**src/rtl/core/bcsa_pkg.sv**
```systemverilog
// Shared types and constants of the contiguous sector allocator.
// No dependencies; imported by the allocator top level.
`default_nettype none

package bcsa_pkg;

   // map word geometry
   localparam int WORD_W = 32;
   localparam int LOG_W  = 5;

   // request field widths
   localparam int FUNC_W  = 2;
   localparam int FIRST_W = 10;
   localparam int RUN_W   = 11;
   localparam int START_W = 10;

   typedef logic [FUNC_W-1:0] func_type;

   localparam func_type FN_ALLOC = 2'd0;
   localparam func_type FN_FREE  = 2'd1;
   localparam func_type FN_CLEAR = 2'd2;

   localparam logic STATUS_OK   = 1'b0;
   localparam logic STATUS_FAIL = 1'b1;

   typedef enum logic [1:0] {
      ST_IDLE,
      ST_SCAN,
      ST_MARK,
      ST_DONE
   } state_type;

endpackage

`default_nettype wire

```
**src/rtl/core/bcsa_ram.sv**
```systemverilog
// Generic single-write, single-read synchronous RAM with registered read data.
// No dependencies.
`default_nettype none

module bcsa_ram #(
   parameter int WIDTH = 32,
   parameter int DEPTH = 32
) (
   input  wire logic                                   clock,
   input  wire logic                                   wr_en,
   input  wire logic [(DEPTH > 1 ? $clog2(DEPTH) : 1)-1:0] wr_addr,
   input  wire logic [WIDTH-1:0]                       wr_data,
   input  wire logic                                   rd_en,
   input  wire logic [(DEPTH > 1 ? $clog2(DEPTH) : 1)-1:0] rd_addr,
   output logic      [WIDTH-1:0]                       rd_data
);

   logic [WIDTH-1:0] mem_ff [DEPTH];

   always_ff @(posedge clock) begin
      if (wr_en) begin
         mem_ff[wr_addr] <= wr_data;
      end
      if (rd_en) begin
         rd_data <= mem_ff[rd_addr];
      end
   end

endmodule

`default_nettype wire

```
**src/rtl/core/bitmap_contiguous_sector_allocator_unit.sv**
```systemverilog
// First-fit contiguous sector allocator over a used-bit map held in RAM.
// Depends on bcsa_pkg and bcsa_ram.
//
//  channel | dir | handshake           | payload
//  req     | in  | req_tvalid/tready   | tuser: func; tdata: first_sector, run_length
//  rsp     | out | rsp_tvalid/tready   | tuser: status; tdata: run_start
//
// One request at a time. The map is read one 32-bit word per cycle from RAM.
// Allocate scans map words until one completes a fitting run, then marks the words of the run.
// Free marks the words its range touches. Clear and rejected requests go straight to the result.
// Reset clears a valid bit per map word at once; no clearing pass is needed.
// A waiting result sits in the output register while the next request is taken.
`default_nettype none

module bitmap_contiguous_sector_allocator_unit
   import bcsa_pkg::*;
#(
   parameter int NUM_SECTORS = 1024
) (
   input  wire logic        clock,
   input  wire logic        reset,
   input  wire logic        req_tvalid,
   output logic             req_tready,
   input  wire logic [1:0]  req_tuser,   // [1:0] func
   input  wire logic [23:0] req_tdata,   // [9:0] first_sector, [20:10] run_length, rest zero
   output logic             rsp_tvalid,
   input  wire logic        rsp_tready,
   output logic [0:0]       rsp_tuser,   // [0] status
   output logic [15:0]      rsp_tdata    // [9:0] run_start, rest zero
);

   localparam int WORDS = (NUM_SECTORS + WORD_W - 1) / WORD_W;
   localparam int WAW   = (WORDS > 1) ? $clog2(WORDS) : 1;
   localparam int EXT_W = $clog2(NUM_SECTORS + 1024) + 1;
   localparam logic [EXT_W-1:0] NUM_X  = EXT_W'(NUM_SECTORS);
   localparam logic [EXT_W-1:0] LAST_X = EXT_W'(NUM_SECTORS - 1);
   localparam logic [WAW-1:0]   LAST_W = WAW'(WORDS - 1);

   state_type            state_ff, state_in;
   logic [WAW-1:0]       rd_ptr_ff, rd_ptr_in;
   logic [WAW-1:0]       ev_ptr_ff;
   logic                 ev_vld_ff, ev_vld_in;
   logic                 rvalid_ff;
   logic [WORDS-1:0]     valid_ff, valid_in;
   logic                 op_set_ff, op_set_in;
   logic [RUN_W-1:0]     len_ff, len_in;
   logic [EXT_W-1:0]     lo_ff, lo_in;
   logic [EXT_W-1:0]     hi_ff, hi_in;
   logic [WAW-1:0]       end_word_ff, end_word_in;
   logic [EXT_W-1:0]     carry_ff, carry_in;
   logic [EXT_W-1:0]     cbegin_ff, cbegin_in;
   logic                 res_status_ff, res_status_in;
   logic [START_W-1:0]   res_start_ff, res_start_in;
   logic                 rsp_valid_ff, rsp_valid_in;
   logic                 rsp_status_ff, rsp_status_in;
   logic [START_W-1:0]   rsp_start_ff, rsp_start_in;

   // RAM port signals
   logic                 rd_en;
   logic [WORD_W-1:0]    rd_data;
   logic                 wr_en;
   logic [WORD_W-1:0]    wr_data;

   // request fields
   func_type             req_func;
   logic [FIRST_W-1:0]   req_first;
   logic [RUN_W-1:0]     req_len;
   logic [EXT_W-1:0]     free_end;
   logic [EXT_W-1:0]     free_hi;
   logic [EXT_W-1:0]     free_sh;
   logic [EXT_W-1:0]     hi_sh;

   // word evaluation
   logic [EXT_W-1:0]     base;
   logic [WORD_W-1:0]    word;
   logic [WORD_W-1:0]    eff_used;
   logic [WORD_W-1:0]    mask;
   logic [EXT_W-1:0]     run_a   [WORD_W];
   logic [EXT_W-1:0]     begin_a [WORD_W];
   logic [WORD_W-1:0]    hit;
   logic                 hit_any;
   logic [EXT_W-1:0]     hit_begin;
   logic [EXT_W-1:0]     alloc_hi;
   logic [EXT_W-1:0]     alloc_sh;
   logic [EXT_W-1:0]     alloc_lo_sh;

   assign req_func  = req_tuser;
   assign req_first = req_tdata[9:0];
   assign req_len   = req_tdata[20:10];

   assign free_end = EXT_W'(req_first) + EXT_W'(req_len) - EXT_W'(1);
   assign free_hi  = (free_end > LAST_X) ? LAST_X : free_end;
   assign free_sh  = EXT_W'(req_first) >> LOG_W;
   assign hi_sh    = free_hi >> LOG_W;

   bcsa_ram #(
      .WIDTH (WORD_W),
      .DEPTH (WORDS)
   ) u_map_ram (
      .clock   (clock),
      .wr_en   (wr_en),
      .wr_addr (ev_ptr_ff),
      .wr_data (wr_data),
      .rd_en   (rd_en),
      .rd_addr (rd_ptr_ff),
      .rd_data (rd_data)
   );

   // A map word not yet written since reset or clear reads as all free.
   // Sectors beyond the end of the map count as used.
   always_comb begin
      base = EXT_W'(ev_ptr_ff) << LOG_W;
      word = rd_data & {WORD_W{rvalid_ff}};
      for (int b = 0; b < WORD_W; b++) begin
         eff_used[b] = word[b] | !((base + EXT_W'(b)) < NUM_X);
         mask[b]     = ((base + EXT_W'(b)) >= lo_ff) && ((base + EXT_W'(b)) <= hi_ff);
      end
   end

   // Free run ending at each bit, from the last used bit at or below it.
   always_comb begin
      logic           found;
      logic [LOG_W-1:0] jj;
      found = 1'b0;
      jj    = '0;
      for (int i = 0; i < WORD_W; i++) begin
         found = 1'b0;
         jj    = '0;
         for (int j = 0; j < WORD_W; j++) begin
            if (j <= i && eff_used[j]) begin
               found = 1'b1;
               jj    = LOG_W'(j);
            end
         end
         if (found) begin
            run_a[i]   = EXT_W'(i) - EXT_W'(jj);
            begin_a[i] = base + EXT_W'(jj) + EXT_W'(1);
         end else begin
            run_a[i]   = carry_ff + EXT_W'(i + 1);
            begin_a[i] = (carry_ff == '0) ? base : cbegin_ff;
         end
         hit[i] = run_a[i] >= EXT_W'(len_ff);
      end
   end

   // the run may start in an earlier word than the one that completes it
   always_comb begin
      hit_any   = |hit;
      hit_begin = '0;
      for (int i = WORD_W - 1; i >= 0; i--) begin
         if (hit[i]) begin
            hit_begin = begin_a[i];
         end
      end
      alloc_hi    = hit_begin + EXT_W'(len_ff) - EXT_W'(1);
      alloc_sh    = alloc_hi >> LOG_W;
      alloc_lo_sh = hit_begin >> LOG_W;
   end

   assign wr_data = op_set_ff ? (word | mask) : (word & ~mask);

   always_ff @(posedge clock) begin
      if (reset) begin
         state_ff     <= ST_IDLE;
         ev_vld_ff    <= 1'b0;
         valid_ff     <= '0;
         rsp_valid_ff <= 1'b0;
      end else begin
         state_ff     <= state_in;
         ev_vld_ff    <= ev_vld_in;
         valid_ff     <= valid_in;
         rsp_valid_ff <= rsp_valid_in;
      end
   end

   always_ff @(posedge clock) begin
      rd_ptr_ff     <= rd_ptr_in;
      ev_ptr_ff     <= rd_ptr_ff;
      rvalid_ff     <= valid_ff[rd_ptr_ff];
      op_set_ff     <= op_set_in;
      len_ff        <= len_in;
      lo_ff         <= lo_in;
      hi_ff         <= hi_in;
      end_word_ff   <= end_word_in;
      carry_ff      <= carry_in;
      cbegin_ff     <= cbegin_in;
      res_status_ff <= res_status_in;
      res_start_ff  <= res_start_in;
      rsp_status_ff <= rsp_status_in;
      rsp_start_ff  <= rsp_start_in;
   end

   always_comb begin
      state_in      = state_ff;
      rd_ptr_in     = rd_ptr_ff;
      valid_in      = valid_ff;
      op_set_in     = op_set_ff;
      len_in        = len_ff;
      lo_in         = lo_ff;
      hi_in         = hi_ff;
      end_word_in   = end_word_ff;
      carry_in      = carry_ff;
      cbegin_in     = cbegin_ff;
      res_status_in = res_status_ff;
      res_start_in  = res_start_ff;
      rsp_valid_in  = rsp_valid_ff && !rsp_tready;
      rsp_status_in = rsp_status_ff;
      rsp_start_in  = rsp_start_ff;
      req_tready    = 1'b0;
      rd_en         = 1'b0;
      wr_en         = 1'b0;

      case (state_ff)
         ST_IDLE: begin
            req_tready   = 1'b1;
            res_status_in = STATUS_OK;
            res_start_in  = '0;
            if (req_tvalid) begin
               case (req_func)
                  FN_ALLOC: begin
                     len_in    = req_len;
                     carry_in  = '0;
                     cbegin_in = '0;
                     rd_ptr_in = '0;
                     op_set_in = 1'b1;
                     if (req_len == '0) begin
                        res_status_in = STATUS_FAIL;
                        state_in      = ST_DONE;
                     end else begin
                        state_in = ST_SCAN;
                     end
                  end
                  FN_FREE: begin
                     op_set_in   = 1'b0;
                     lo_in       = EXT_W'(req_first);
                     hi_in       = free_hi;
                     rd_ptr_in   = free_sh[WAW-1:0];
                     end_word_in = hi_sh[WAW-1:0];
                     if (req_len == '0 || EXT_W'(req_first) >= NUM_X) begin
                        state_in = ST_DONE;
                     end else begin
                        state_in = ST_MARK;
                     end
                  end
                  FN_CLEAR: begin
                     valid_in = '0;
                     state_in = ST_DONE;
                  end
                  default: begin
                     res_status_in = STATUS_FAIL;
                     state_in      = ST_DONE;
                  end
               endcase
            end
         end

         ST_SCAN: begin
            rd_en     = 1'b1;
            rd_ptr_in = (rd_ptr_ff == LAST_W) ? rd_ptr_ff : rd_ptr_ff + WAW'(1);
            if (ev_vld_ff) begin
               carry_in  = run_a[WORD_W-1];
               cbegin_in = begin_a[WORD_W-1];
               if (hit_any) begin
                  lo_in        = hit_begin;
                  hi_in        = alloc_hi;
                  end_word_in  = alloc_sh[WAW-1:0];
                  rd_ptr_in    = alloc_lo_sh[WAW-1:0];
                  res_start_in = hit_begin[START_W-1:0];
                  state_in     = ST_MARK;
               end else if (ev_ptr_ff == LAST_W) begin
                  res_status_in = STATUS_FAIL;
                  state_in      = ST_DONE;
               end
            end
         end

         ST_MARK: begin
            rd_en     = 1'b1;
            rd_ptr_in = (rd_ptr_ff == end_word_ff) ? rd_ptr_ff : rd_ptr_ff + WAW'(1);
            if (ev_vld_ff) begin
               wr_en               = 1'b1;
               valid_in[ev_ptr_ff] = 1'b1;
               if (ev_ptr_ff == end_word_ff) begin
                  state_in = ST_DONE;
               end
            end
         end

         ST_DONE: begin
            if (!rsp_valid_ff || rsp_tready) begin
               rsp_valid_in  = 1'b1;
               rsp_status_in = res_status_ff;
               rsp_start_in  = res_start_ff;
               state_in      = ST_IDLE;
            end
         end

         default: begin
            state_in = ST_IDLE;
         end
      endcase
   end

   // a word read is evaluated only if it was issued in the state we remain in
   assign ev_vld_in = rd_en && (state_in == state_ff);

   assign rsp_tvalid   = rsp_valid_ff;
   assign rsp_tuser[0] = rsp_status_ff;
   assign rsp_tdata    = {{(16 - START_W){1'b0}}, rsp_start_ff};

   // a failed result never carries a start sector
   a_fail_zero: assert property (@(posedge clock) disable iff (reset)
      rsp_valid_ff && rsp_status_ff == STATUS_FAIL |-> rsp_start_ff == '0)
      else $error("failed result with non-zero start sector");

   // marking never writes past the last word of its range
   a_mark_bound: assert property (@(posedge clock) disable iff (reset)
      wr_en |-> ev_ptr_ff <= end_word_ff)
      else $error("map write beyond end of range");

   // a clear request leaves every map word reading as free
   a_clear_all: assert property (@(posedge clock) disable iff (reset)
      req_tvalid && req_tready && req_func == FN_CLEAR |=> valid_ff == '0)
      else $error("clear did not drop word valid bits");

endmodule

`default_nettype wire

```
**config.mk**
```make
export PLATFORM = sky130hd
export DESIGN_NAME = bitmap_contiguous_sector_allocator_unit
export DESIGN_NICKNAME = d
export VERILOG_FILES = /design/src/rtl/core/bcsa_pkg.sv /design/src/rtl/core/bcsa_ram.sv /design/src/rtl/core/bitmap_contiguous_sector_allocator_unit.sv
export SDC_FILE = /design/constraint.sdc
export NUM_CORES = 2
export LEC_CHECK = 0
export BUFFER_PORTS_ARGS = -buffer_cell sky130_fd_sc_hd__buf_4
export CAP_MARGIN = 0
export CORE_ASPECT_RATIO = 0.5
export CORE_MARGIN = 5
export CORE_UTILIZATION = 40
export DETAILED_ROUTE_END_ITERATION = 6
export PLACE_DENSITY_LB_ADDON = 0.2
export SYNTH_ARGS = -nofsm -noshare
export SYNTH_HDL_FRONTEND = slang
export SYNTH_SLANG_ARGS = --single-unit
export TNS_END_PERCENT = 5
```
**constraint.sdc**
```tcl
create_clock -name clock -period 21.2 [get_ports clock]
set_input_delay 2.12 -clock clock [delete_from_list [all_inputs] [get_ports clock]]
set_output_delay 2.12 -clock clock [all_outputs]
set_load 0.03 [all_outputs]
```
After elaboration in Yosys (flattened, before gate mapping)
Memories as Yosys holds them, arrays and structs flattened. A register that Yosys moved wholly into a read port is not among the register bits.
Index checks and enable logic that the tools add are counted.
Widths: inputs -> output; s select.
- register bits: 134
- latch bits: 0
- RAM bits: 1024
- ROM bits: 0
- input bits: 30
- output and inout port bits: 19
- memories: 1
- $add $sub $neg: 161
- multipliers: 0
- divide/modulo/power cells: 0
- $lt $le $gt $ge: 132
- equality and inequality tests: 21
- shift operators: 0
- multiplexer cells: 228
- bitwise operators: 37
- reductions and logical operators: 90
- memories (name ; depth ; bits a word ; rd ports ; clocked after memory_dff ; write ports ; line ; text):
    u_map_ram.mem_ff ; 32 ; 32 ; 1 ; 1 ; 1 ; bcsa_ram.sv:18 ; logic [WIDTH-1:0] mem_ff [DEPTH];
- operators by type and width (kind ; count):
    $mux 12 ; 110
    $ge 12x11->1 ; 32
    $add 11x1->12 const B ; 31
    $ge 12x12->1 ; 31
    $lt 12x11->1 const B ; 31
    $le 11x12->1 ; 30
    $add 10x5->11 ; 31
    $mux 5 ; 39
    $add 12x5->12 const B ; 16
    $add 10x5->11 const B ; 16
    $mux 32 ; 4
    $add 12x4->12 const B ; 8
    $pmux 12 s2 ; 4
    $sub 5x5->6 const A ; 16
    $add 10x4->11 const B ; 8
    $and 32x32->32 ; 2
    $or 32x32->32 ; 2
    $pmux 32 s2 ; 1
    $mux 1 ; 49
    $add 12x3->12 const B ; 4
    $sub 4x5->6 const A ; 8
    $add 10x3->11 const B ; 4
    $logic_and 1x1->1 ; 35
    $logic_not 1->1 ; 34
    51 further kinds ; 123

Depth between registers and ports, before layout
- depth after elaboration: 75
- mapped depth: 45

Hierarchy
From an unflattened synthesis, not the netlist that was laid out.
- cells, all modules: 7102
- area total of the unflattened synthesis: 74606.6 um^2
- modules (own cells, without submodules) (module ; times used ; cells each ; area an instance (um^2)):
    bcsa_ram ; 1 ; 2260 ; 40812.9
    bitmap_contiguous_sector_allocator_unit ; 1 ; 4842 ; 33793.7

Least setup slack after synthesis
OpenSTA, ideal clock, no wires.
- path kind: register to register
- start: reg rvalid_ff
- end: reg hi_ff[11], data pin
- arrival: 8563 ps
- required time: 20928 ps
- path slack: 12365 ps
- stages on the path, launching flop included: 41
- buffers on the path: 7
- cells stage by stage: dfxtp_1 -> buf_2 -> buf_2 -> clkbuf_1 -> buf_1 -> buf_2 -> clkbuf_1 -> nand3_1 -> o21ai_0 -> or2_2 -> and2_1 -> inv_1 -> ha_1 -> a22oi_1 -> o22ai_1 -> ha_1 -> a21o_1 -> a2111oi_0 -> [... 5 more ...] -> nor3_1 -> nand2_1 -> a311o_1 -> a32oi_1 -> a31oi_1 -> ha_1 -> inv_1 -> fa_1 -> a21o_1 -> a21oi_1 -> o21bai_1 -> a21oi_1 -> o21bai_1 -> a21oi_1 -> nor3_1 -> a311oi_1 -> o31ai_1 -> or4_1
- longest elaborated chain between the ends: 73
- ends and longest elaborated chain (element ; line ; text):
    start, declared ; bitmap_contiguous_sector_allocator_unit.sv:43 ; logic rvalid_ff;
    start signal, assigned ; bitmap_contiguous_sector_allocator_unit.sv:179 ; rvalid_ff <= valid_ff[rd_ptr_ff];
    $and 32x32->32 (*) ; bitmap_contiguous_sector_allocator_unit.sv:113 ; word = rd_data & {WORD_W{rvalid_ff}};
    $or 1x1->1 ; bitmap_contiguous_sector_allocator_unit.sv:115 ; eff_used[b] = word[b] | !((base + EXT_W'(b)) < NUM_X);
    $mux 1 ; bitmap_contiguous_sector_allocator_unit.sv:130 ; if (j <= i && eff_used[j]) begin
    $mux 5 / $mux 1 (equally long branches) (30 in series) ; bitmap_contiguous_sector_allocator_unit.sv:130 ;
    $add 10x5->11, or another cell as far along ; bitmap_contiguous_sector_allocator_unit.sv:137 ; begin_a[i] = base + EXT_W'(jj) + EXT_W'(1);
    $add 11x1->12 / $mux 12 (equally long branches) ; bitmap_contiguous_sector_allocator_unit.sv:137, bitmap_contiguous_sector_allocator_unit.sv:135 ;
    $mux 12 / $ge 12x11->1 (equally long branches) ; bitmap_contiguous_sector_allocator_unit.sv:135, bitmap_contiguous_sector_allocator_unit.sv:142 ;
    $mux 12 (31 in series) ; bitmap_contiguous_sector_allocator_unit.sv:151 ; if (hit[i]) begin
    $mux 12 (*) ; bitmap_contiguous_sector_allocator_unit.sv:151 ;
    $add 12x11->12 (*) ; bitmap_contiguous_sector_allocator_unit.sv:155 ; alloc_hi = hit_begin + EXT_W'(len_ff) - EXT_W'(1);
    $sub 12x1->12 (*) ; bitmap_contiguous_sector_allocator_unit.sv:155 ;
    $mux 12 (*) ; bitmap_contiguous_sector_allocator_unit.sv:263 ; if (hit_any) begin
    $mux 12 (*) ; bitmap_contiguous_sector_allocator_unit.sv:260 ; if (ev_vld_ff) begin
    $pmux 12 s2 (*) ; bitmap_contiguous_sector_allocator_unit.sv:213 ; case (state_ff)
    named net hi_in[11] ; bitmap_contiguous_sector_allocator_unit.sv:48 ; logic [EXT_W-1:0] hi_ff, hi_in;
    end signal, assigned ; bitmap_contiguous_sector_allocator_unit.sv:183 ; hi_ff <= hi_in;
    end, declared ; bitmap_contiguous_sector_allocator_unit.sv:48 ;
Mark *: on every way through the listed nets, which the timed path passes. The rest lies on a longest branch. The select of a mux whose other input is x is not followed.
A chain may end at the register's enable or synchronous reset.

Final worst setup path
- start: reg u_map_ram.rd_data[5] (read register of u_map_ram.mem_ff)
- end: reg hi_ff[11], data pin
- longest elaborated chain between the ends: 69
- ends and longest elaborated chain (element ; line ; text):
    start, declared ; bcsa_ram.sv:15 ; output logic [WIDTH-1:0] rd_data
    $and 32x32->32 (*) ; bitmap_contiguous_sector_allocator_unit.sv:113 ;
    $or 1x1->1 (*) ; bitmap_contiguous_sector_allocator_unit.sv:115 ;
    $mux 5 (27 in series) ; bitmap_contiguous_sector_allocator_unit.sv:130 ;
    $add 10x5->11 / $sub 5x5->6 (equally long branches) ; bitmap_contiguous_sector_allocator_unit.sv:137, bitmap_contiguous_sector_allocator_unit.sv:136 ;
    $add 11x1->12 / $mux 12 (equally long branches) ; bitmap_contiguous_sector_allocator_unit.sv:137, bitmap_contiguous_sector_allocator_unit.sv:135 ;
    $mux 12 / $ge 12x11->1 (equally long branches) ; bitmap_contiguous_sector_allocator_unit.sv:135, bitmap_contiguous_sector_allocator_unit.sv:142 ;
    $mux 12 (26 in series) ; bitmap_contiguous_sector_allocator_unit.sv:151 ;
    $mux 12 (*) (6 in series) ; bitmap_contiguous_sector_allocator_unit.sv:151 ;
    $add 12x11->12 (*) ; bitmap_contiguous_sector_allocator_unit.sv:155 ;
    $sub 12x1->12 (*) ; bitmap_contiguous_sector_allocator_unit.sv:155 ;
    $mux 12 (*) ; bitmap_contiguous_sector_allocator_unit.sv:263 ;
    $mux 12 (*) ; bitmap_contiguous_sector_allocator_unit.sv:260 ;
    $pmux 12 s2 (*) ; bitmap_contiguous_sector_allocator_unit.sv:213 ;
    named net hi_in[11] ; bitmap_contiguous_sector_allocator_unit.sv:48 ;
Marked as above.

==> run metrics <==
outcome=finished with violations; violated checks=capacitance limit, slew limit; first-pass iteration count of the detailed router=6; yosys synthesis warning count=0; cells after synthesis=6411; synthesized flop and latch total=roughly 1.2k; clock insertion delay at the later pin of the skew report=0.75 ns; # Max-Cap Violations=1; WL met3=32000 um; number of setup violations in the final report=0; total number of clock tree sinks=1185; root buffer cell=sky130_fd_sc_hd__clkbuf_16; Fin Setup TNS=0 ns; highest metal layer with signal wires=met5; Wirelength per Cell=35.3 um; minimum clock period after layout=12.68 ns; # hold bufs at CTS=0; hold violation count in the final report=0; initial antenna violation count=23; drt total wl=316000 um; crit path kind=flop to flop; share of async-settable or async-resettable flops after synthesis=0; combined area of all synthesized cells=73200 um2; post-DP HPWL=213000 um; commonest non-fill, non-tap cell in the layout=sky130_fd_sc_hd__edfxtp_1; largest cells by area after synthesis=sky130_fd_sc_hd__edfxtp_1 47%, sky130_fd_sc_hd__mux4_2 10%, sky130_fd_sc_hd__ha_1 8.4%, sky130_fd_sc_hd__a21oi_1 3.1%, sky130_fd_sc_hd__nor2_1 2.9%; leakage power total=0.0289 uW; Most used DFF post-synth=sky130_fd_sc_hd__edfxtp_1; Slowest-stage cell, CP=sky130_fd_sc_hd__a41oi_1; maximum level of the CTS H-tree=3; Die Height=312 um; cell depth of the worst min-delay path=0; clock tree from TritonCTS=built; remaining design rule violation count=0; commonest cells after routing, fill and taps aside=1143 x sky130_fd_sc_hd__edfxtp_1, 540 x sky130_fd_sc_hd__nor2_1, 537 x sky130_fd_sc_hd__nand2_1; arrival time of the worst setup path=13.11 ns; via count of the first global-routing pass=about 57k; type of destination of the critical path=flop; I/O pins=49; required arrival time at the worst endpoint=21.62 ns; die outline width=slightly above 600 um; proportion of layout cells with a drive suffix above 1=0.152; clock-pin slew on the worst setup and hold paths=~0.06 ns; Critical Path Fanout Max=9; crit share post-route=0.598; Final GP Congestion=1.03; largest net degree at the start of global routing=~140; die outline area=~190000 um2; all-layer global routing usage=0.319; Num CTS Buffers=114; number of synthesized flops with an enable pin=1143; starting utilization of the core area=0.401; setup repair after global routing missed its margin=no; Layout Area Growth over Synthesis=11.2%; pwr dens=169 nW/um2; type of origin of the critical path=flop; global-route wire length before repair=439000 um; final cell utilization of the core=0.446; post-synthesis average cell area=11.4 um2; cell type with the highest aggregate area in the netlist=sky130_fd_sc_hd__edfxtp_1; grt total ovfl=0; Synth cell types=100; layout net count=6941; met2 routed WL=136000 um; Metal-1 WL=131000 um; row count=between 100 and 150; Core Box Area=182000 um2; vias per cell=approximately 6.6; depth of the most critical reg-to-reg path=43; cell mode on critical path=sky130_fd_sc_hd__a21oi_1; count of instances resized after the clock tree is built=0; Starting DRT DRC Count=7900; share of the synthesized area in the top cell type=0.469; I/O Buffers=39; max_slew headroom=-0.00465; Pins Over Slew Limit=1; via count=59.2k; fmax=78.8 MHz; maximum clock insertion buffer count=3; delay contributed by the slowest stage of the critical path=0.91 ns; worst ir drop on vdd=0.000113 V; setup bufs post-CTS=0; maximum clock skew at final layout=0.0548 ns; kind of path behind the tightest hold check=flop to flop; Antenna Nets Post-Route=0; slew at the pin with the worst max-slew slack=1.50 ns; sequential-to-total area share from yosys stat=0.481
## worst paths after layout
kind | from | to | slack, ns
worst max register to register | u_map_ram.rd_data[5] | hi_ff[11] | 8.52
worst min register to register | res_start_ff[7] | rsp_start_ff[7] | 0.42
worst max-delay path | u_map_ram.rd_data[5] | hi_ff[11] | 8.52
worst min-delay path | res_start_ff[7] | rsp_start_ff[7] | 0.42
## area by class of cell
class | instances | area (um2)
Sequential cell | 1185 | 35200
Tap cell | 2429 | 3040
Inverter | 197 | 739
Clock buffer | 149 | 3140
Antenna cell | 8 | 20.0
Clock inverter | 62 | 646
Fill cell | 16700 | 101000
Multi-Input combinational cell | 4603 | 36200
Timing Repair Buffer | 317 | 2440
## Yosys cell counts, types with 95 or more instances
library cell and n:
sky130_fd_sc_hd__a211oi_1 95, sky130_fd_sc_hd__a21oi_1 451, sky130_fd_sc_hd__clkbuf_1 343, sky130_fd_sc_hd__edfxtp_1 1143
sky130_fd_sc_hd__ha_1 491, sky130_fd_sc_hd__inv_1 190, sky130_fd_sc_hd__mux4_2 330, sky130_fd_sc_hd__nand2_1 539
sky130_fd_sc_hd__nand3_1 126, sky130_fd_sc_hd__nor2_1 572, sky130_fd_sc_hd__nor3_1 109, sky130_fd_sc_hd__o21ai_0 394
sky130_fd_sc_hd__xnor2_1 188
## state kept, by name, summed over array words and instances (netlist names), 2 cells and up
signal	count
u_map_ram.rd_data	32
ev_ptr_ff	5
res_start_ff	10
state_ff	2
hi_ff	12
valid_ff	32
carry_ff	12
len_ff	11
rsp_start_ff	10
lo_ff	12
cbegin_ff	12
u_map_ram.mem_ff	1024
rd_ptr_ff	5
## per-stage QoR
stage / total power (uW) / worst slack [ns] / hold WS [ns] / cells / cell area [um2]
2_1_floorplan: 8180 / 12.37 / 0.346 / 6416 / 73200
3_3_place_gp: 11300 / 9.11 / 0.411 / 8730 / 77500
3_5_place_dp: 11400 / 9.09 / 0.406 / 8730 / 77500
4_1_cts: 13500 / 9.03 / 0.419 / 8941 / 81300
5_1_grt: 14400 / 8.20 / 0.434 / 8943 / 81300
6_report: 13800 / 8.52 / 0.418 / 8950 / 81400
## critical path, delay by kind of cell (launching register included)
family,cells,cell delay [ns]
and+or+nand+nor,10,3.26
AOI/OAI and AO/OA,23,6.33
adders and majority gates,5,1.39
DFF,1,0.63
buffers and inverters,5,0.73
## layer usage
| layer | vias to the layer above | GRT usage |
|---|---|---|
| li1 | 24800 | - |
| met1 | 30100 | 0.445 |
| met2 | 3489 | 0.478 |
| met3 | 743 | 0.0729 |
| met4 | 18 | 0.136 |
| met5 | - | 0 |
## where the power goes
group / total, uW / internal, uW / switching [uW]
logic: 8500 / 2780 / 5720
registers: 3220 / 2990 / 228
clock network: 2040 / 1150 / 891
total: 13800 / 6910 / 6840
## logic make-up after synthesis
kind of cell | Yosys count | synth area share
other | 1 | 0.0000513
muxes | 384 | 0.109
adders and majority gates | 493 | 0.0845
buffers and inverters | 628 | 0.0332
and+or+nand+nor | 1754 | 0.109
DFF | 1185 | 0.481
AOI/OAI and AO/OA | 1704 | 0.152
xor gates and xnor gates | 262 | 0.0314
Note: power is estimated with default switching activity, not from simulation.
